### config.mk
export PLATFORM = sky130hd
export DESIGN_NAME = upd_div_cell
export DESIGN_NICKNAME = d
export VERILOG_FILES = /design/src/rtl/upd_pkg.sv /design/src/rtl/upd_div_cell.sv
export SDC_FILE = /design/constraint.sdc
export NUM_CORES = 1
export LEC_CHECK = 0
export BUFFER_PORTS_ARGS = -buffer_cell sky130_fd_sc_hd__buf_2
export CAP_MARGIN = 30
export CORE_UTILIZATION = 50
export CTS_CLUSTER_DIAMETER = 30
export DETAILED_ROUTE_END_ITERATION = 7
export PLACE_DENSITY = 0.85
export RECOVER_POWER = 100
export SLEW_MARGIN = 20
export SYNTH_ARGS = -nofsm -noshare
export SYNTH_HDL_FRONTEND = slang
export SYNTH_SLANG_ARGS = --single-unit
### constraint.sdc
create_clock -name i_clk -period 7.45 [get_ports i_clk]
set_input_delay 0.745 -clock i_clk [delete_from_list [all_inputs] [get_ports i_clk]]
set_output_delay 0.745 -clock i_clk [all_outputs]
set_load 0.1 [all_outputs]
### src/rtl/upd_pkg.sv
`timescale 1ns / 1ps
`default_nettype none
// ----------------------------------------------------------------------------
// upd_pkg
// Types and constants shared by the upload pacing byte demand block.
// ----------------------------------------------------------------------------
package upd_pkg;

    localparam int SIZE_BITS  = 24;
    localparam int NEED_BITS  = 24;
    localparam int WIN_BITS   = 16;
    localparam int PROBE_BITS = 20;
    localparam int TIME_BITS  = 32;
    localparam int PROD_BITS  = WIN_BITS + SIZE_BITS;
    localparam int CFG_BITS   = 20;
    localparam int IDX_BITS   = 2;

    localparam logic [IDX_BITS-1:0] CFG_ACCEL_WINDOW  = 2'd0;
    localparam logic [IDX_BITS-1:0] CFG_NORMAL_WINDOW = 2'd1;
    localparam logic [IDX_BITS-1:0] CFG_IDLE_PROBE    = 2'd2;

    localparam logic [WIN_BITS-1:0]   ACCEL_WINDOW_RESET  = 16'd3000;
    localparam logic [WIN_BITS-1:0]   NORMAL_WINDOW_RESET = 16'd5000;
    localparam logic [PROBE_BITS-1:0] IDLE_PROBE_RESET    = 20'd20000;

    typedef struct packed {
        logic                 link_down;
        logic                 standard_in_progress;
        logic                 standard_queue_empty;
        logic                 control_queue_empty;
        logic                 accelerate_in;
        logic [TIME_BITS-1:0] now_ms;
        logic [TIME_BITS-1:0] last_finished_ms;
        logic [TIME_BITS-1:0] last_call_ms;
        logic [SIZE_BITS-1:0] current_length;
        logic [SIZE_BITS-1:0] current_sent;
        logic [SIZE_BITS-1:0] front_length;
        logic                 front_valid;
    } t_in;

    typedef struct packed {
        logic [NEED_BITS-1:0] needed_bytes;
        logic                 accelerate_out;
    } t_out;

    typedef struct packed {
        logic [WIN_BITS-1:0]   accel_window_ms;
        logic [WIN_BITS-1:0]   normal_window_ms;
        logic [PROBE_BITS-1:0] idle_probe_ms;
    } t_cfg;

    // Data carried from cell to cell along the divider chain.
    typedef struct packed {
        logic                 div_mode;
        logic                 accel;
        logic [WIN_BITS-1:0]  rem;
        logic [SIZE_BITS-1:0] dq;
        logic [WIN_BITS-1:0]  divisor;
        logic [SIZE_BITS-1:0] left;
    } t_cell;

endpackage
`default_nettype wire

### src/rtl/upd_div_cell.sv
`timescale 1ns / 1ps
`default_nettype none
// ----------------------------------------------------------------------------
// upd_div_cell
// One restoring division step: develops one allowance bit and hands the
// partial remainder and the rest of the request to the next cell.
// ----------------------------------------------------------------------------
module upd_div_cell (
    input  wire logic           i_clk,
    input  wire logic           i_rst_n,
    input  wire logic           i_en,
    input  wire logic           i_valid,
    input  wire upd_pkg::t_cell i_cell,
    output logic                o_valid,
    output upd_pkg::t_cell      o_cell
);

    logic [upd_pkg::WIN_BITS:0] trial;
    logic [upd_pkg::WIN_BITS:0] diff;
    logic                       fits;
    upd_pkg::t_cell             n_cell;
    upd_pkg::t_cell             r_cell;
    logic                       r_valid;

    always_comb begin
        trial  = {i_cell.rem, i_cell.dq[upd_pkg::SIZE_BITS-1]};
        diff   = trial - {1'b0, i_cell.divisor};
        fits   = trial >= {1'b0, i_cell.divisor};
        n_cell = i_cell;
        n_cell.rem = fits ? diff[upd_pkg::WIN_BITS-1:0] : trial[upd_pkg::WIN_BITS-1:0];
        n_cell.dq  = {i_cell.dq[upd_pkg::SIZE_BITS-2:0], fits};
    end

    always_ff @(posedge i_clk) begin
        if (!i_rst_n) begin
            r_valid <= 1'b0;
        end else if (i_en) begin
            r_valid <= i_valid;
        end
    end

    always_ff @(posedge i_clk) begin
        if (i_en) begin
            r_cell <= n_cell;
        end
    end

    assign o_valid = r_valid;
    assign o_cell  = r_cell;

endmodule
`default_nettype wire

Word-level counts from Yosys, hierarchy flattened
Cells that the tools add are included.
{ "op_classes": {"n_lt_le_gt_ge": 1, "n_addsub": 1, "mux": 1} }
{ "op_table": {"columns": ["operator", "n"], "rows": [
  ["greater-or-equal comparator 17 x 16 -> 1 bit", 1],
  ["2-to-1 mux 16 bit", 1],
  ["subtractor 16 bit", 1]
]} }
{ "totals": {"output_inout_bits": 83, "input_bits": 86, "ff_bits": 83, "wordCells": 10} }

Depth between registers and ports, before layout
{ "depth": {"depth_word": 2, "mapped_depth": 12, "ltp_nobuf": 9} }

Worst setup path before layout
Ideal clock, no wire load.
{ "synth_timing": {"path_type": "input to register", "start": "in i_cell[36] in the netlist's numbering", "end": "reg r_cell (netlist bit o_cell[66]), data pin", "arrival_time_ns": 2.715, "setup_ns": 0.260, "slack_ns": 4.475, "stages": 12, "path_buffers": 4, "t_required_ns": 7.190, "cell_sequence": "inv_1 -> ha_1 -> buf_6 -> and2_4 -> buf_6 -> a221o_1 -> a21boi_4 -> and2_4 -> buf_8 -> inv_4 -> buf_12 -> mux2_4"} }
{ "synth_rtl": {"columns": ["element", "line", "source"], "rows": [
  ["start, declared", "upd_div_cell.sv:13", "input wire upd_pkg::t_cell i_cell,"],
  ["end signal, assigned", "upd_div_cell.sv:44", "r_cell <= n_cell;"],
  ["end, declared", "upd_div_cell.sv:22", "upd_pkg::t_cell r_cell;"]
]} }

==> results.md <==
* Status: complete, but fails checks
* Failing checks: max-capacitance violations, max-slew violations
* Avg Vias per Cell at 5.13
* Pwr Total at 1.37 mW
* Slew Limit Fails at 65
* Reg clk slew, reported paths at around 0.090 ns
* # fillers at 569
* RSZ-0062 raised after global routing: no
* Slew HR at -1.19
* PostCTS Resize Cnt at 0
* Final Cycle Share at 0.558
* Share of cells above drive strength 1 at 0.232
* Commonest non-fill, non-tap cell in the layout: clkbuf_1
* Fin crit period at 4.16 ns
* Most frequent cells in the layout: clkbuf_1 (94), edfxtp_1 (82), buf_2 (76), inv_1 (19), ha_1 (16)
* Antenna diode count at 0
* Number of global-route vias before repair at around 2500
* Syn_area_per_cell at 15.5 sq um
* Drt wl/cell at ~16 microns
* GRT Residual Overflow at 0
* Cell Area, Synth at 0.00369 sq mm
* Initial antenna violation count at 0
* Root buf cell: clkbuf_8
* MaxCap Viol Count at 1
* Worst Setup End Kind: flop
* Lkg Pwr at between 1.5 and 2 nW
* Fin. Hold Viols at 0
* Syn nets at between 300 and 400
* Sequential area share after synthesis at 0.673
* Max clock buf depth at 2
* Place WS at 4.31 ns
* Io pins at 169
* DR DRC count at 0
* CTS Sinks at 83
* Setup slack after layout at ~3.3 ns
* Final antenna-violating net count at 0
* Largest net degree at the start of global routing at 84
* Register-to-register setup slack at 6.78 ns
* Setup TNS at 0 ns
* First-pass GRT wire length at between 10000 and 15000 microns
* Maximum VDD drop at 0.000103 V
* Global Route Usage Sum at 0.219
* WL final at 8470 microns
* Port bufs at 168
* Worst path arrival time at 4.39 ns
* YS warnings at 0
* Cts bufs inserted at 9
* Core area at slightly below 0.007 sq mm
* H-tree depth at 3
* Worst Tran Pin Value at 3.28 ns
* Hold_ws at about 0.53 ns
* Fmax at around 0.24 GHz
* Post-Synthesis Cells at 238
* Skew final at 0 ns
* Netlist cell types at 47
* Via count at 2635
* Number of DRC markers in iteration 0 at 83
* Routability cong. at between 0.8 and 0.9
* DP HPWL at 6550 microns
* Area Growth Syn to Fin at 25.6%
* Non-Filler Instances at 514
* # Post-CTS Setup Buffers at 0
* Power Density at ~300 mW/mm^2
* Inst Count DP at 497
* Setup crit start kind: input pin
* First-pass iteration count of the detailed router at 4
* Die extent in x at slightly below 90 microns
* Die area at 0.00773 sq mm
* Hold buffer count at CTS at 0
* Setup violators final at 0
* Die H at 87.9 microns
* Register bit count reported by yosys at 83
* Post-layout nets at approximately 520
* Starting density of the core at 0.531
* CTS tree: yes
* CP Data Required Time at about 7.7 ns
* Min-Delay Path Class: reg -> reg
* Worst-skew pair later-pin latency at 0.34 ns
* CP Max Fanout at 64
* Setup Crit Path Kind: in -> reg
* Row count at 30
## Yosys cell counts, drive strengths merged
master	instances	share of area
nand2b	2	0.0034
ha	16	0.054
inv	20	0.021
nand4	2	0.0034
a21boi	4	0.011
a41oi	1	0.0024
nand2	5	0.0051
o21a	6	0.012
nor3	3	0.0041
o21ai	10	0.014
fa	1	0.0054
nor2	12	0.012
buf	4	0.016
a21o	5	0.010
a32o	1	0.0027
a31o	1	0.0024
a31oi	2	0.0034
mux2	9	0.036
a221o	1	0.0027
edfxtp	82	0.67
o31a	1	0.0024
mux2i	2	0.0054
nor2b	2	0.0034
xnor2	5	0.012
a21oi	4	0.0064
clkbuf	1	0.0010
o2111ai	1	0.0071
o211a	2	0.0054
o31ai	5	0.010
and3	2	0.0034
nand3	7	0.0095
a211o	3	0.0071
xor2	4	0.0095
o211ai	2	0.0041
dfxtp	1	0.0054
a211oi	3	0.0061
and4	1	0.0024
and3b	2	0.0047
and2	3	0.0064
## final timing paths
kind | from | endpoint | cells past startpoint
worst max register to register | o_valid | o_valid | 2
worst min register to register | o_valid | o_valid | 2
worst min-delay path | o_valid | o_valid | 2
worst max-delay path | i_en | o_valid | 4
## routing by layer
metal	global-route usage	wire, microns
met1	0.242	3170
met4	0.0715	84
met2	0.401	4460
met3	0.0660	756
met5	0	0
## power by group
part / leakage, nW / switching (mW) / total [mW] / internal [mW]
Combinational: 0.974 / 0.397 / 0.469 / 0.0718
Sequential: 0.811 / 0.0107 / 0.576 / 0.566
Clock: 0.0975 / 0.164 / 0.323 / 0.159
## layout make-up
cell class              instances  area (sq um)  area share
clock inverters                 6          72.6      0.0157
well taps                      96           120      0.0259
multi-input cells             130          1020       0.221
inverters                      20          76.3      0.0165
repair buffers                169           729       0.157
clock buffers                  10           128      0.0275
flip-flops and latches         83          2480       0.536
## worst max-delay path, stage by stage
cell      delay, ns
clkbuf_1       0.78
clkbuf_1       2.37
mux2i_1        0.35
nor2b_1        0.08
## cell families (layout without fill, tap and decap cells)
logic type | count (synthesis) | count (layout) | synth area share
mux | 11 | 11 | 0.0410
simple gates | 41 | 41 | 0.0580
flops | 83 | 83 | 0.673
fa+ha+maj | 17 | 17 | 0.0597
buf+inv | 25 | 205 | 0.0376
compound gates | 52 | 52 | 0.110
xor+xnor | 9 | 9 | 0.0214
## sequential cells by signal, summed over array words and instances (netlist names)
signal   count
o_cell      82
o_valid      1
## metrics by stage
step,cell area (sq um),utilization
floorplan,3690,-
global placement,4590,0.661
detailed placement,4590,0.661
CTS,4790,0.690
global route,4630,0.667
finish,4630,0.667
Note: power is estimated with default switching activity, not from simulation.
