--- src/rtl/upd_pkg.sv ---
`timescale 1ns / 1ps
`default_nettype none
// ----------------------------------------------------------------------------
// upd_pkg
// Types and constants shared by the upload pacing byte demand block.
// ----------------------------------------------------------------------------
package upd_pkg;

    localparam int SIZE_BITS  = 24;
    localparam int NEED_BITS  = 24;
    localparam int WIN_BITS   = 16;
    localparam int PROBE_BITS = 20;
    localparam int TIME_BITS  = 32;
    localparam int PROD_BITS  = WIN_BITS + SIZE_BITS;
    localparam int CFG_BITS   = 20;
    localparam int IDX_BITS   = 2;

    localparam logic [IDX_BITS-1:0] CFG_ACCEL_WINDOW  = 2'd0;
    localparam logic [IDX_BITS-1:0] CFG_NORMAL_WINDOW = 2'd1;
    localparam logic [IDX_BITS-1:0] CFG_IDLE_PROBE    = 2'd2;

    localparam logic [WIN_BITS-1:0]   ACCEL_WINDOW_RESET  = 16'd3000;
    localparam logic [WIN_BITS-1:0]   NORMAL_WINDOW_RESET = 16'd5000;
    localparam logic [PROBE_BITS-1:0] IDLE_PROBE_RESET    = 20'd20000;

    typedef struct packed {
        logic                 link_down;
        logic                 standard_in_progress;
        logic                 standard_queue_empty;
        logic                 control_queue_empty;
        logic                 accelerate_in;
        logic [TIME_BITS-1:0] now_ms;
        logic [TIME_BITS-1:0] last_finished_ms;
        logic [TIME_BITS-1:0] last_call_ms;
        logic [SIZE_BITS-1:0] current_length;
        logic [SIZE_BITS-1:0] current_sent;
        logic [SIZE_BITS-1:0] front_length;
        logic                 front_valid;
    } t_in;

    typedef struct packed {
        logic [NEED_BITS-1:0] needed_bytes;
        logic                 accelerate_out;
    } t_out;

    typedef struct packed {
        logic [WIN_BITS-1:0]   accel_window_ms;
        logic [WIN_BITS-1:0]   normal_window_ms;
        logic [PROBE_BITS-1:0] idle_probe_ms;
    } t_cfg;

    // Data carried from cell to cell along the divider chain.
    typedef struct packed {
        logic                 div_mode;
        logic                 accel;
        logic [WIN_BITS-1:0]  rem;
        logic [SIZE_BITS-1:0] dq;
        logic [WIN_BITS-1:0]  divisor;
        logic [SIZE_BITS-1:0] left;
    } t_cell;

endpackage
`default_nettype wire

--- src/rtl/upd_out_buf.sv ---
`timescale 1ns / 1ps
`default_nettype none
// ----------------------------------------------------------------------------
// upd_out_buf
// Turns the allowance into the byte demand and holds results in an output
// register backed by a skid stage.
// ----------------------------------------------------------------------------
module upd_out_buf (
    input  wire logic           i_clk,
    input  wire logic           i_rst_n,
    input  wire logic           i_valid,
    input  wire upd_pkg::t_cell i_cell,
    output logic                o_en,
    output logic                o_valid,
    input  wire logic           i_ready,
    output upd_pkg::t_out       o_data
);

    logic [upd_pkg::SIZE_BITS-1:0] need;
    logic                          deliver;
    logic                          take;
    upd_pkg::t_out                 res;
    upd_pkg::t_out                 r_out;
    upd_pkg::t_out                 r_skid;
    logic                          r_out_valid;
    logic                          r_skid_valid;

    always_comb begin
        if (!i_cell.div_mode || i_cell.dq == '0) begin
            need = i_cell.left;
        end else if (i_cell.dq < i_cell.left) begin
            need = i_cell.left - i_cell.dq + upd_pkg::SIZE_BITS'(1);
        end else begin
            need = upd_pkg::SIZE_BITS'(1);
        end
        res.needed_bytes   = upd_pkg::NEED_BITS'(need);
        res.accelerate_out = i_cell.accel;
    end

    assign o_en    = !r_skid_valid;
    assign deliver = i_valid && !r_skid_valid;
    assign take    = r_out_valid && i_ready;

    always_ff @(posedge i_clk) begin
        if (!i_rst_n) begin
            r_out_valid  <= 1'b0;
            r_skid_valid <= 1'b0;
        end else if (deliver) begin
            if (!r_out_valid || take) begin
                r_out_valid <= 1'b1;
            end else begin
                r_skid_valid <= 1'b1;
            end
        end else if (take) begin
            if (r_skid_valid) begin
                r_skid_valid <= 1'b0;
            end else begin
                r_out_valid <= 1'b0;
            end
        end
    end

    always_ff @(posedge i_clk) begin
        if (deliver) begin
            if (!r_out_valid || take) begin
                r_out <= res;
            end else begin
                r_skid <= res;
            end
        end else if (take && r_skid_valid) begin
            r_out <= r_skid;
        end
    end

    assign o_valid = r_out_valid;
    assign o_data  = r_out;

endmodule
`default_nettype wire
--- config.mk ---
export PLATFORM = sky130hd
export DESIGN_NAME = upd_out_buf
export DESIGN_NICKNAME = d
export VERILOG_FILES = /design/src/rtl/upd_pkg.sv /design/src/rtl/upd_out_buf.sv
export SDC_FILE = /design/constraint.sdc
export NUM_CORES = 1
export LEC_CHECK = 0
export ABC_AREA = 1
export BUFFER_PORTS_ARGS = -buffer_cell sky130_fd_sc_hd__buf_2
export CAP_MARGIN = 20
export CORE_ASPECT_RATIO = 1.25
export CORE_MARGIN = 2
export CORE_UTILIZATION = 30
export DETAILED_ROUTE_END_ITERATION = 12
export GPL_TIMING_DRIVEN = 0
export HOLD_SLACK_MARGIN = 0.02
export PLACE_DENSITY_LB_ADDON = 0.2
export SLEW_MARGIN = 10
export SYNTH_ARGS = -nofsm -noshare
export SYNTH_HDL_FRONTEND = slang
export SYNTH_SLANG_ARGS = --single-unit
--- constraint.sdc ---
create_clock -name i_clk -period 3.6 [get_ports i_clk]
set_clock_uncertainty 0.1 [all_clocks]
set_input_delay 0.72 -clock i_clk [delete_from_list [all_inputs] [get_ports i_clk]]
set_output_delay 0.72 -clock i_clk [all_outputs]
set_load 0.01 [all_outputs]
* Word-level counts from Yosys, hierarchy flattened
Index checks and enable logic that the tools add are counted.
Storage, ports and cells: flip-flop bits (word level) 52, input bits 86, output and inout bits 27, word-level logic and storage cells 40
Operators by class: add/subtract/negate cells 2, magnitude comparators 1, equality and inequality tests 3, muxes and demuxes 12, bitwise logic cells 1, reductions and logical operators 15
Operators with widths (count):
- $mux 25 | 3
- $mux 24 | 2
- $add 24x1->24 const B | 1
- $logic_not 24->1 | 1
- $lt 24x24->1 | 1
- $sub 24x24->24 | 1
- $mux 1 | 7
- $reduce_and 2->1 | 3
- $ne 2x2->1 const B | 2
- $reduce_bool 2->1 | 2
- $logic_and 1x1->1 | 3
- $logic_not 1->1 | 3
- $reduce_and 3->1 | 1
- $logic_or 1x1->1 | 2
- $ne 2x1->1 const B | 1
- $not 1->1 | 1

* Depth between registers and ports, before layout
depth after elaboration 6, gate-level depth with buffers 18, depth with buffers taken out 18

* Least setup slack after synthesis
Ideal clock, no wire load.
kind input to register, start point input i_valid, end point register r_skid[0] (netlist name), enable pin, library setup time 438 ps, data arrival time 2939 ps, data required time 3062 ps, slack 123 ps, stages 4, path buffers 2, cell sequence nand2_1 clkbuf_1 buf_1 nor3_1
Between the ends: word-level cells in the longest chain between the ends 2
Ends and longest elaborated chain:
- start: declaration | RTL line upd_out_buf.sv:11 | input wire logic i_valid,
- $logic_and 1x1->1 | RTL line upd_out_buf.sv:41 | assign deliver = i_valid && !r_skid_valid;
- $reduce_and 2->1 (no source line)
- end signal: assignment | RTL line upd_out_buf.sv:68 | r_skid <= res;
- end: declaration | RTL line upd_out_buf.sv:24 | upd_pkg::t_out r_skid;
Every way passes these cells. A chain may end at the register's enable or synchronous reset.

* Final worst setup path
start point input i_cell[1] (netlist name), end point register r_out, in the netlist o_data[20], data pin
Between the ends: word-level cells in the longest chain between the ends 6, elaborated cells on any way between the ends 7, those cells by class 2 x add/sub; 1 x order compare; 4 x mux
Ends and longest elaborated chain:
- start: declaration | RTL line upd_out_buf.sv:12 | input wire upd_pkg::t_cell i_cell,
- $sub 24x24->24 | RTL line upd_out_buf.sv:32 | need = i_cell.left - i_cell.dq + upd_pkg::SIZE_BITS'(1);
- $add 24x1->24 | RTL line upd_out_buf.sv:32
- $mux 24 (*) | RTL line upd_out_buf.sv:31 | end else if (i_cell.dq < i_cell.left) begin
- $mux 24 (*) | RTL line upd_out_buf.sv:29 | if (!i_cell.div_mode || i_cell.dq == '0) begin
- named net need (one bit) | RTL line upd_out_buf.sv:19 | logic [upd_pkg::SIZE_BITS-1:0] need;
- $mux 25 (*) | RTL line upd_out_buf.sv:65 | if (!r_out_valid || take) begin
- $mux 25 (*) | RTL line upd_out_buf.sv:64 | if (deliver) begin
- end signal: assignment | RTL line upd_out_buf.sv:66 | r_out <= res;
- end signal: assignment | RTL line upd_out_buf.sv:71 | r_out <= r_skid;
- end: declaration | RTL line upd_out_buf.sv:23 | upd_pkg::t_out r_out;
The timed path passes the listed nets; every way through them passes the cells marked *. The select of a mux whose other input is x is not followed.

==> flow_summary.ini <==
[outcome]
outcome = finished, final reports clean

[timing]
whs_ps = 400
finalSetupViolCount = 0
slew_viol_final = 0
fin_crit_ps = 2990
fin_ws_ps = 605
max_freq_ghz = 0.334
post-route-period-util_pct = 83.2
finalHoldViolCount = 0
grt_setup_unrepaired = no
tightestPinTransition_ps = 896
slew_headroom_pct = 40.2

[synth]
synth_nets = 809
synth_area_um2 = 4920
synth_top_area_share_pct = 30.5
ys_top_cells_by_area = edfxtp_1 31%, ha_1 18%, nand2_1 16%
synth_cell_types = 37
synthCells = 653
yosysWarningCount = 0
yosys.area.top_type = edfxtp_1
ys_seq_area_share_pct = 31.4
avgSynthCellArea_um2 = 7.53
synth_seq_cells = 52

[detailed_routing]
vias_per_cell = 4.42
vias = 4242
dr.pass1.iters = 4
wl_per_cell_um = 13.5
drtIter0Drc = 171
drt_wl_total_um = 12900
postRouteAntennaNets = 0
drc = 0

[setup_path]
critPathMaxFanout = 4
r2r-start = r_skid_valid
critPathCaptureType = register
crit_type = input port to register
cp.required_ps = 3560
cp-start-kind = input port
cp_slowest_cell = fa_1
slowest_delay_ps = 420
path_common_cell = nand2_1
cp-startpoint = i_cell[1]
crit_family = simple AND/OR/NAND/NOR gates
cp_data_arrival_time_ps = 2950
cp.buffers_inverters = 3
cp_cell_sequence = buf_2, inv_1, ha_1, inv_2, ha_1, fa_1, nand3_1, nand2_2, nand2_1, nand2_2, nand2_1, nand2_1, nand2_1, nand3b_1, nand3_2, nand2_2, nand2_1, nand2_1

[finish]
layout_common_cells = 211 x nand2_1, 85 x inv_1, 82 x buf_2, 69 x ha_1, 50 x edfxtp_1
instances_no_fill = 959
antenna_cells = 0
nets = 898
synthToLayoutAreaGrowth_pct = 17.5
layout_commonest_cell = nand2_1
drive_gt1_share_pct = 21.5
fillers = 1737

[hold_path]
hp-class = register to register
hold_path_startpoint = o_valid

[run]
drv_cap = 0

[floorplan]
start_util_pct = 30.5
rows = 52
dieArea_um2 = 17400
die_h_um = 147
core_um2 = 16100
die_w_um = 118
io_pins = 113

[global_routing]
grt_max_degree = 26
track_usage_pct = 15.1
overflow = 0
grt_pass1_vias = 4287
grt_pass1_wl_um = 20800
antenna_found_initial = 0

[pwr]
power_leakage_nw = 3.00
totalPowerFinal_mw = 1.98
peakVddDrop_mv = 0.156
p_per_area_nw_per_um2 = 343

[clock_tree]
clock_path_buffers = 2
numCtsBuffers = 5
path_clk_slew_ps = 70
clock-sinks = 52
clkLatencyLatePin_ps = 290
cts_setup_buffers = 0
htreeDepth = 2
cts.repair.resized = 0
cts_tree = yes
clockRootBuffer = clkbuf_16
cts_hold_buf = 0

[place]
globalplace.congestion = 0.910
place_hpwl_um = 11000
pre_cts_ws_ps = 300
io_buffers = 80
dp_cells = 951
==> worst reg2reg max path, stage by stage, from the launching register on <==
cell and delay, ps:
dfxtp_1 320, inv_1 70, nand2_1 70, clkbuf_1 230
buf_1 310, nor3_2 670, buf_4 340
==> final timing paths <==
kind	end	cells after the start	slack [ps]
worst max register to register	r_skid[4]	6	1180
worst max-delay path	o_data[20]	18	610
worst min-delay path	o_valid	2	400
worst min register to register	o_valid	2	400
==> cell type report <==
| cell class | instances | area [um2] | area share (%) |
|---|---|---|---|
| timing repair buffer | 82 | 419 | 7.25 |
| sequential | 52 | 1540 | 26.7 |
| clock inverter | 3 | 42.5 | 0.736 |
| buffer | 9 | 58.8 | 1.02 |
| multi-input combinational | 489 | 2930 | 50.8 |
| clock buffer | 5 | 125 | 2.17 |
| tap | 216 | 270 | 4.68 |
| inverter | 103 | 387 | 6.69 |
==> state kept, by name, summed over array words and instances, names as in the netlist <==
name,cells
r_skid_valid,1
o_valid,1
o_data,25
r_skid,25
==> stage by stage <==
stage | TNS (ps) | area (um2) | util (%)
after floorplan | 0 | 4920 | -
after global placement | -27310 | 5590 | 34.6
after detailed placement | 0 | 5610 | 34.8
after CTS | 0 | 5780 | 35.8
after global routing | 0 | 5780 | 35.8
final | 0 | 5780 | 35.8
==> cell usage after synthesis, drive strengths merged <==
master  instances
a21boi          1
a21o            3
a21oi          32
a31oi           1
buf             6
clkbuf          3
clkinv          1
dfxtp           2
edfxtp         50
fa              1
ha             69
inv           102
nand2         227
nand2b          1
nand3          40
nand3b          4
nand4           8
nor2           50
nor3            6
o21a            2
o21ai          19
o21bai          3
o22ai          10
xnor2           7
xor2            5
==> routing by layer <==
metal | global-route usage, % | share of wire [%] | up-vias
li1 | - | - | 2288
met1 | 17.9 | 44 | 1859
met2 | 28.4 | 51 | 75
met3 | 1.05 | 2.4 | 20
met4 | 5.48 | 2.4 | 0
met5 | 0 | 0 | -
==> cells by family after synthesis <==
| kind of cell | Yosys count | synth area share (%) |
|---|---|---|
| flops | 52 | 31.4 |
| xor+xnor | 12 | 2.14 |
| buf+inv | 112 | 9.06 |
| simple gates | 336 | 30.3 |
| compound gates | 71 | 9.19 |
| fa+ha+maj | 70 | 18.0 |
==> report_power, final <==
part,total [mW],switching [mW],internal [mW]
combinational,0.715,0.453,0.262
clock,0.532,0.206,0.326
sequential,0.735,0.00885,0.726
No activity file was read; power rests on OpenSTA's default activity.
