==> src/rtl/upd_pkg.sv <==
`timescale 1ns / 1ps
`default_nettype none
// ----------------------------------------------------------------------------
// upd_pkg
// Types and constants shared by the upload pacing byte demand block.
// ----------------------------------------------------------------------------
package upd_pkg;

    localparam int SIZE_BITS  = 24;
    localparam int NEED_BITS  = 24;
    localparam int WIN_BITS   = 16;
    localparam int PROBE_BITS = 20;
    localparam int TIME_BITS  = 32;
    localparam int PROD_BITS  = WIN_BITS + SIZE_BITS;
    localparam int CFG_BITS   = 20;
    localparam int IDX_BITS   = 2;

    localparam logic [IDX_BITS-1:0] CFG_ACCEL_WINDOW  = 2'd0;
    localparam logic [IDX_BITS-1:0] CFG_NORMAL_WINDOW = 2'd1;
    localparam logic [IDX_BITS-1:0] CFG_IDLE_PROBE    = 2'd2;

    localparam logic [WIN_BITS-1:0]   ACCEL_WINDOW_RESET  = 16'd3000;
    localparam logic [WIN_BITS-1:0]   NORMAL_WINDOW_RESET = 16'd5000;
    localparam logic [PROBE_BITS-1:0] IDLE_PROBE_RESET    = 20'd20000;

    typedef struct packed {
        logic                 link_down;
        logic                 standard_in_progress;
        logic                 standard_queue_empty;
        logic                 control_queue_empty;
        logic                 accelerate_in;
        logic [TIME_BITS-1:0] now_ms;
        logic [TIME_BITS-1:0] last_finished_ms;
        logic [TIME_BITS-1:0] last_call_ms;
        logic [SIZE_BITS-1:0] current_length;
        logic [SIZE_BITS-1:0] current_sent;
        logic [SIZE_BITS-1:0] front_length;
        logic                 front_valid;
    } t_in;

    typedef struct packed {
        logic [NEED_BITS-1:0] needed_bytes;
        logic                 accelerate_out;
    } t_out;

    typedef struct packed {
        logic [WIN_BITS-1:0]   accel_window_ms;
        logic [WIN_BITS-1:0]   normal_window_ms;
        logic [PROBE_BITS-1:0] idle_probe_ms;
    } t_cfg;

    // Data carried from cell to cell along the divider chain.
    typedef struct packed {
        logic                 div_mode;
        logic                 accel;
        logic [WIN_BITS-1:0]  rem;
        logic [SIZE_BITS-1:0] dq;
        logic [WIN_BITS-1:0]  divisor;
        logic [SIZE_BITS-1:0] left;
    } t_cell;

endpackage
`default_nettype wire

==> src/rtl/upd_prep.sv <==
`timescale 1ns / 1ps
`default_nettype none
// ----------------------------------------------------------------------------
// upd_prep
// Decodes a request into window, remainder and timing terms, then forms the
// two schedule products and loads the first divider cell.
// ----------------------------------------------------------------------------
module upd_prep (
    input  wire logic          i_clk,
    input  wire logic          i_rst_n,
    input  wire logic          i_en,
    input  wire logic          i_valid,
    input  wire upd_pkg::t_in  i_data,
    input  wire upd_pkg::t_cfg i_cfg,
    output logic               o_valid,
    output upd_pkg::t_cell     o_cell
);

    typedef struct packed {
        logic                          direct;
        logic                          accel;
        logic                          idle;
        logic [upd_pkg::WIN_BITS-1:0]  win;
        logic [upd_pkg::WIN_BITS-1:0]  tleft;
        logic [upd_pkg::SIZE_BITS-1:0] left;
        logic [upd_pkg::SIZE_BITS-1:0] size_tot;
    } t_s1;

    typedef struct packed {
        logic                          direct;
        logic                          accel;
        logic                          idle;
        logic [upd_pkg::WIN_BITS-1:0]  win;
        logic [upd_pkg::SIZE_BITS-1:0] left;
        logic [upd_pkg::PROD_BITS-1:0] have;
        logic [upd_pkg::PROD_BITS-1:0] owe;
    } t_s2;

    logic                          active;
    logic                          busy;
    logic                          ok;
    logic                          accel;
    logic [upd_pkg::TIME_BITS-1:0] since_fin;
    logic [upd_pkg::TIME_BITS-1:0] since_call;
    logic [upd_pkg::WIN_BITS-1:0]  win;
    logic [upd_pkg::SIZE_BITS-1:0] left;
    logic [upd_pkg::SIZE_BITS-1:0] size_tot;
    t_s1                           n_s1;
    t_s1                           r_s1;
    t_s2                           n_s2;
    t_s2                           r_s2;
    logic                          r_s1_valid;
    logic                          r_s2_valid;

    always_comb begin
        busy       = i_data.standard_in_progress;
        active     = !i_data.link_down && (busy || !i_data.standard_queue_empty);
        accel      = i_data.accelerate_in || (active && busy && !i_data.control_queue_empty);
        win        = accel ? i_cfg.accel_window_ms : i_cfg.normal_window_ms;
        since_fin  = i_data.now_ms - i_data.last_finished_ms;
        since_call = i_data.now_ms - i_data.last_call_ms;
        ok         = busy || i_data.front_valid;
        if (busy) begin
            left     = (i_data.current_sent > i_data.current_length) ? '0
                       : i_data.current_length - i_data.current_sent;
            size_tot = i_data.current_length;
        end else begin
            left     = i_data.front_length;
            size_tot = i_data.front_length;
        end

        n_s1.accel    = accel;
        n_s1.idle     = since_call >= upd_pkg::TIME_BITS'(i_cfg.idle_probe_ms);
        n_s1.win      = win;
        n_s1.tleft    = win - since_fin[upd_pkg::WIN_BITS-1:0];
        n_s1.size_tot = size_tot;
        if (!active || !ok) begin
            n_s1.direct = 1'b1;
            n_s1.left   = '0;
        end else if (since_fin >= upd_pkg::TIME_BITS'(win)) begin
            n_s1.direct = 1'b1;
            n_s1.left   = left;
        end else begin
            n_s1.direct = 1'b0;
            n_s1.left   = left;
        end
    end

    always_comb begin
        n_s2.direct = r_s1.direct;
        n_s2.accel  = r_s1.accel;
        n_s2.idle   = r_s1.idle;
        n_s2.win    = r_s1.win;
        n_s2.left   = r_s1.left;
        n_s2.have   = upd_pkg::PROD_BITS'(r_s1.tleft) * upd_pkg::PROD_BITS'(r_s1.size_tot);
        n_s2.owe    = upd_pkg::PROD_BITS'(r_s1.win) * upd_pkg::PROD_BITS'(r_s1.left);
    end

    always_ff @(posedge i_clk) begin
        if (!i_rst_n) begin
            r_s1_valid <= 1'b0;
            r_s2_valid <= 1'b0;
        end else if (i_en) begin
            r_s1_valid <= i_valid;
            r_s2_valid <= r_s1_valid;
        end
    end

    always_ff @(posedge i_clk) begin
        if (i_en) begin
            r_s1 <= n_s1;
            r_s2 <= n_s2;
        end
    end

    always_comb begin
        o_valid        = r_s2_valid;
        o_cell.accel   = r_s2.accel;
        o_cell.divisor = r_s2.win;
        o_cell.rem     = r_s2.have[upd_pkg::PROD_BITS-1:upd_pkg::SIZE_BITS];
        o_cell.dq      = r_s2.have[upd_pkg::SIZE_BITS-1:0];
        if (r_s2.direct) begin
            o_cell.div_mode = 1'b0;
            o_cell.left     = r_s2.left;
        end else if (r_s2.have >= r_s2.owe) begin
            o_cell.div_mode = 1'b0;
            o_cell.left     = upd_pkg::SIZE_BITS'(r_s2.idle);
        end else begin
            o_cell.div_mode = 1'b1;
            o_cell.left     = r_s2.left;
        end
    end

endmodule
`default_nettype wire

==> config.mk <==
export PLATFORM = sky130hd
export DESIGN_NAME = upd_prep
export DESIGN_NICKNAME = d
export VERILOG_FILES = /design/src/rtl/upd_pkg.sv /design/src/rtl/upd_prep.sv
export SDC_FILE = /design/constraint.sdc
export NUM_CORES = 2
export LEC_CHECK = 0
export BUFFER_PORTS_ARGS = -buffer_cell sky130_fd_sc_hd__buf_2
export CAP_MARGIN = 10
export CORE_MARGIN = 2
export CORE_UTILIZATION = 30
export CTS_CLUSTER_DIAMETER = 80
export DETAILED_ROUTE_END_ITERATION = 10
export GPL_TIMING_DRIVEN = 0
export HOLD_SLACK_MARGIN = 0.02
export SYNTH_ARGS = -nofsm -noshare
export SYNTH_HDL_FRONTEND = slang
export SYNTH_SLANG_ARGS = --single-unit
==> constraint.sdc <==
create_clock -name i_clk -period 9.2 [get_ports i_clk]
set_input_delay 0.46 -clock i_clk [delete_from_list [all_inputs] [get_ports i_clk]]
set_output_delay 0.46 -clock i_clk [all_outputs]
set_load 0.05 [all_outputs]
# After elaboration in Yosys (flattened, before gate mapping)
# Index checks and enable logic that the tools add are counted.
# Widths: inputs -> output; s select.
[classes]
add_sub_neg = 4
multipliers = 2
magnitude_cmp = 4
mux = 9
reduce_logical = 12
[ops]
columns = ["op", "count"]
rows = [
  ["$mux 24", 5],
  ["$mul 16x24->40", 2],
  ["$sub 32x32->32", 2],
  ["$ge 40x40->1", 1],
  ["$ge 32x16->1", 1],
  ["$ge 32x20->1", 1],
  ["$gt 24x24->1", 1],
  ["$sub 24x24->24", 1],
  ["$mux 16", 1],
  ["$sub 16x16->16", 1],
  ["$logic_not 1->1", 5],
  ["$logic_or 1x1->1", 4],
  ["$logic_and 1x1->1", 3],
  ["$mux 1", 3],
]
[word_totals]
regBits = 208
input_bits = 230
output_inout_bits = 83
wordCells = 47

# Longest topological paths before layout
[depth]
word_depth = 9
mapped_depth = 26

# Worst setup path after synthesis
# OpenSTA, ideal clock, no wires.
[synth_path]
kind = "reg-to-reg"
from = "register r_s1, in the netlist n_s2[94]"
to = "register r_s2[38] in the netlist's numbering, data pin"
arrival_ps = 6065
setup_slack_ps = 2877
path_stages_with_launch = 25
n_path_buf = 1
period_less_slack_ps = 6323
path_cell_list = "edfxtp_1 clkbuf_1 nand2_1 fa_1 inv_1 fa_1 inv_1 fa_1 inv_1 fa_1 fa_1 inv_1 fa_1 inv_1 ha_1 o21a_1 nor2_1 or4_1 o21a_1 o31a_2 o21ai_1 nor3_2 o21bai_1 a21oi_1 xnor2_1"
[synth_rtl]
columns = ["element", "line_no", "source"]
rows = [
  ["start, declared", "upd_prep.sv:49", "t_s1 r_s1;"],
  ["start signal, assigned", "upd_prep.sv:111", "r_s1 <= n_s1;"],
  ["end signal, assigned", "upd_prep.sv:112", "r_s2 <= n_s2;"],
  ["end, declared", "upd_prep.sv:51", "t_s2 r_s2;"],
]

==> reports/results.txt <==
Number of CTS-inserted buffers: 27
Dominant combinational cell family by area after synthesis: adder cells
Synth Net Count: 5556
Minimum clock period after layout: 8.149 ns
Synth area leaders: sky130_fd_sc_hd__fa_1 31%, sky130_fd_sc_hd__edfxtp_1 16%, sky130_fd_sc_hd__ha_1 13%
Critical-path maximum fanout: 10
Gr ovfl total: 0
Final standard cell area without fillers: 44020 µm²
Overall die area: 134000 µm²
Pin count of the biggest net entering global routing: 121
Yosys warnings: 0
Crit share post-route: 88.57%
Fmax achieved: 122.7 MHz
Register bit count reported by yosys: 208
Category of the worst setup path launch point: register
Final standard cell count with taps included and fillers excluded: 6420
Multiplexer share of the synthesized area: 0.6173%
Worst Hold Margin: 0.1068 ns
Number of post-CTS setup repair buffers: 0
Count of flip-flops with a built-in enable after synthesis: 206
DR top layer: met5
Drt wl/cell: 20.41 µm
Netlist area before placement: 39320 µm²
Max-slew headroom: 21.97%
Die span in y: 366.1 µm
Wire length of the first global-routing pass: 196100 µm
Top library cells by usage in the layout, fill and taps aside: 915 x sky130_fd_sc_hd__inv_1, 616 x sky130_fd_sc_hd__fa_1, 552 x sky130_fd_sc_hd__nand2_1
Post-synth top flop: sky130_fd_sc_hd__edfxtp_1
Initial Util: 30.29%
Number of global-route vias before repair: 32140
Slew at the pin with the worst max-slew slack: 1.171 ns
Met2 WL: 57610 µm
Fraction of post-synthesis cell area in the top cell type by area: 31.36%
FF-to-FF End: r_s2[39]$_DFFE_PP_
Overall fraction of global-route tracks in use: 19.43%
Post-CTS sizing: 0
Post-Synth XOR/XNOR Area: 3.140%
First-pass iteration count of the detailed router: 7
Met1 Routed Length: 54140 µm
Detailed placement HPWL: 111200 µm
Level count of the clock H-tree: 1
Final Net Count: 5899
Endpoint class of the critical path: register
Placed insts: 6364
CTS hold repair buffers: 0
DRC marker count from the first detailed-route iteration: 2163
Reported max-cap violation count: 0
Final hold violation count: 0
Antenna violations before repair: 25
Cell at the root of the clock tree: sky130_fd_sc_hd__clkbuf_16
Core region area: 129800 µm²
Setup TNS: 0 ns
Number of I/O port buffers: 311
Data required time of the worst path: 9.52 ns
Biggest area consumer among synthesized cells: sky130_fd_sc_hd__fa_1
Mean number of vias per cell: 4.836
Mean area per synthesized cell: 9.126 µm²
WL final: 131100 µm
Share of layout cells above drive strength 1: 9.655%
Critical R2R Launch: n_s2[105]$_DFFE_PP_
TritonCTS clock tree: yes
Post-synthesis to final-layout area growth: 11.94%
Asr flop ratio synth: 0%
Number of rows in the core area: 132
Flop2flop setup slack: 1.05 ns
Gate count of the mapped netlist: 4309
Number of cell instances on the worst register-to-register path: 23
Number of placed I/O pins: 313
Post-synthesis sequential area ratio: 15.83%
Hold path start: i_rst_n
Total vias in the final route: 31050
Die X-Extent: 366.1 µm
Critical path arrival: 8.47 ns
Cell depth of the worst min-delay path: 2
Synth Area in Simple Gates: 15.25%
Register clock-pin slew on the reported worst setup and hold paths: 0.06 ns
Outcome: finished clean
Leading cell type in the layout, fill and taps excluded: sky130_fd_sc_hd__inv_1
Drc violations: 0
Type of the tightest min-delay check: input port to register
Adder and majority cell fraction of the synthesized area: 44.12%
RSZ-0062 raised after global routing: no
Clk_lat worst skew: 0.58 ns
Area of placed instances: 43130 µm²
Wire length on met3: 14450 µm
Area fraction in compound gates after synthesis: 9.829%
Library cells used by synthesis: 87
Worst-case clock buffer depth: 3
Worst Clk Skew: 0.01261 ns
Sinks on Clock Net: 208
GPL Wtd Cong: 0.9564
Critical Setup Path Class: register to register
Sink of the worst hold path: r_s1_valid$_SDFFE_PN0P_
Number of antenna-violating nets in the routed design: 0
Number of fill cells: 13610
Number of endpoints failing setup at the final stage: 0
Final max-slew violation count: 0
==> logic make-up (layout without fill, tap and decap cells) <==
group,count (synthesis),after routing
fa+ha+maj,1017,1017
flops,208,208
simple gates,1228,1228
xor+xnor,141,141
mux,24,24
other cells,0,7
compound gates,577,577
buf+inv,1114,1476
==> area by class of cell <==
| cell class | instances | area (µm²) | area share [%] |
|---|---|---|---|
| multi-input cells | 2987 | 28690 | 65.18 |
| flip-flops and latches | 208 | 6226 | 14.14 |
| plain buffers | 199 | 974.7 | 2.214 |
| inverters | 915 | 3435 | 7.802 |
| clock inverters | 18 | 177.7 | 0.4036 |
| well taps | 1742 | 2180 | 4.952 |
| repair buffers | 314 | 1629 | 3.701 |
| clock buffers | 30 | 686.9 | 1.561 |
| diodes | 7 | 17.52 | 0.03979 |
==> routing by layer <==
| metal | track usage, % | vias to the layer above |
|---|---|---|
| li1 | - | 14150 |
| met1 | 25.50 | 15420 |
| met2 | 30.39 | 1248 |
| met3 | 6.150 | 212 |
| met4 | 6.086 | 24 |
| met5 | 0 | - |
==> synthesized netlist by cell type, drive strengths merged (26+ instances only) <==
master,count
nor2,116
nor2b,51
fa,616
a21o,111
xor2,45
and2,340
o21ai,90
edfxtp,206
o21a,34
a21oi,182
clkbuf,136
xnor2,96
inv,915
nand2b,43
o21bai,26
nand2,552
nand3,39
ha,401
buf,63
==> registers in the layout (all words and copies together), names as in the netlist <==
name and cells:
o_valid 1, o_cell 57, r_s1_valid 1, r_s1 40, n_s2 43, r_s2 66
==> worst max-delay path: stages, from the launching register on <==
cell and delay, ns:
sky130_fd_sc_hd__edfxtp_1 0.89, sky130_fd_sc_hd__clkbuf_1 0.77, sky130_fd_sc_hd__nand2_1 0.18, sky130_fd_sc_hd__fa_1 0.56, sky130_fd_sc_hd__fa_1 0.52, sky130_fd_sc_hd__fa_1 0.55, sky130_fd_sc_hd__inv_1 0.06, sky130_fd_sc_hd__fa_1 0.49
sky130_fd_sc_hd__fa_1 0.49, sky130_fd_sc_hd__inv_1 0.05, sky130_fd_sc_hd__fa_1 0.48, sky130_fd_sc_hd__inv_1 0.04, sky130_fd_sc_hd__ha_1 0.35, sky130_fd_sc_hd__a21oi_1 0.19, sky130_fd_sc_hd__o21bai_1 0.08, sky130_fd_sc_hd__a21o_1 0.17
sky130_fd_sc_hd__a31oi_1 0.25, sky130_fd_sc_hd__nor2b_1 0.19, sky130_fd_sc_hd__a211oi_1 0.53, sky130_fd_sc_hd__a211oi_1 0.16, sky130_fd_sc_hd__o31ai_1 0.45, sky130_fd_sc_hd__o21bai_1 0.12, sky130_fd_sc_hd__a21oi_1 0.18, sky130_fd_sc_hd__xnor2_1 0.10
==> worst max-delay path by stage <==
stage / startpoint / endpoint / slack, ns / depth (start not counted)
after detailed placement: n_s2[105]$_DFFE_PP_ / r_s2[39]$_DFFE_PP_ / 1.20 / 23
final: n_s2[105]$_DFFE_PP_ / r_s2[39]$_DFFE_PP_ / 1.05 / 23
after global routing: n_s2[105]$_DFFE_PP_ / r_s2[39]$_DFFE_PP_ / 0.74 / 23
after CTS: n_s2[105]$_DFFE_PP_ / r_s2[39]$_DFFE_PP_ / 1.15 / 23
after floorplan: n_s2[94]$_SDFFCE_PP0P_ / r_s2[38]$_DFFE_PP_ / 2.88 / 24
after global placement: n_s2[105]$_DFFE_PP_ / r_s2[39]$_DFFE_PP_ / 1.30 / 23
==> stage by stage <==
| stage | worst slack [ns] | util [%] |
|---|---|---|
| 6_report | 1.051 | 33.91 |
| 5_1_grt | 0.7354 | 33.90 |
| 4_1_cts | 1.151 | 33.89 |
| 3_5_place_dp | 1.195 | 33.22 |
| 3_3_place_gp | 1.295 | 33.17 |
| 2_1_floorplan | 2.877 | - |
Power is not shown: default switching activity piles up to over one toggle a cycle in this logic, so the estimate is an artifact.
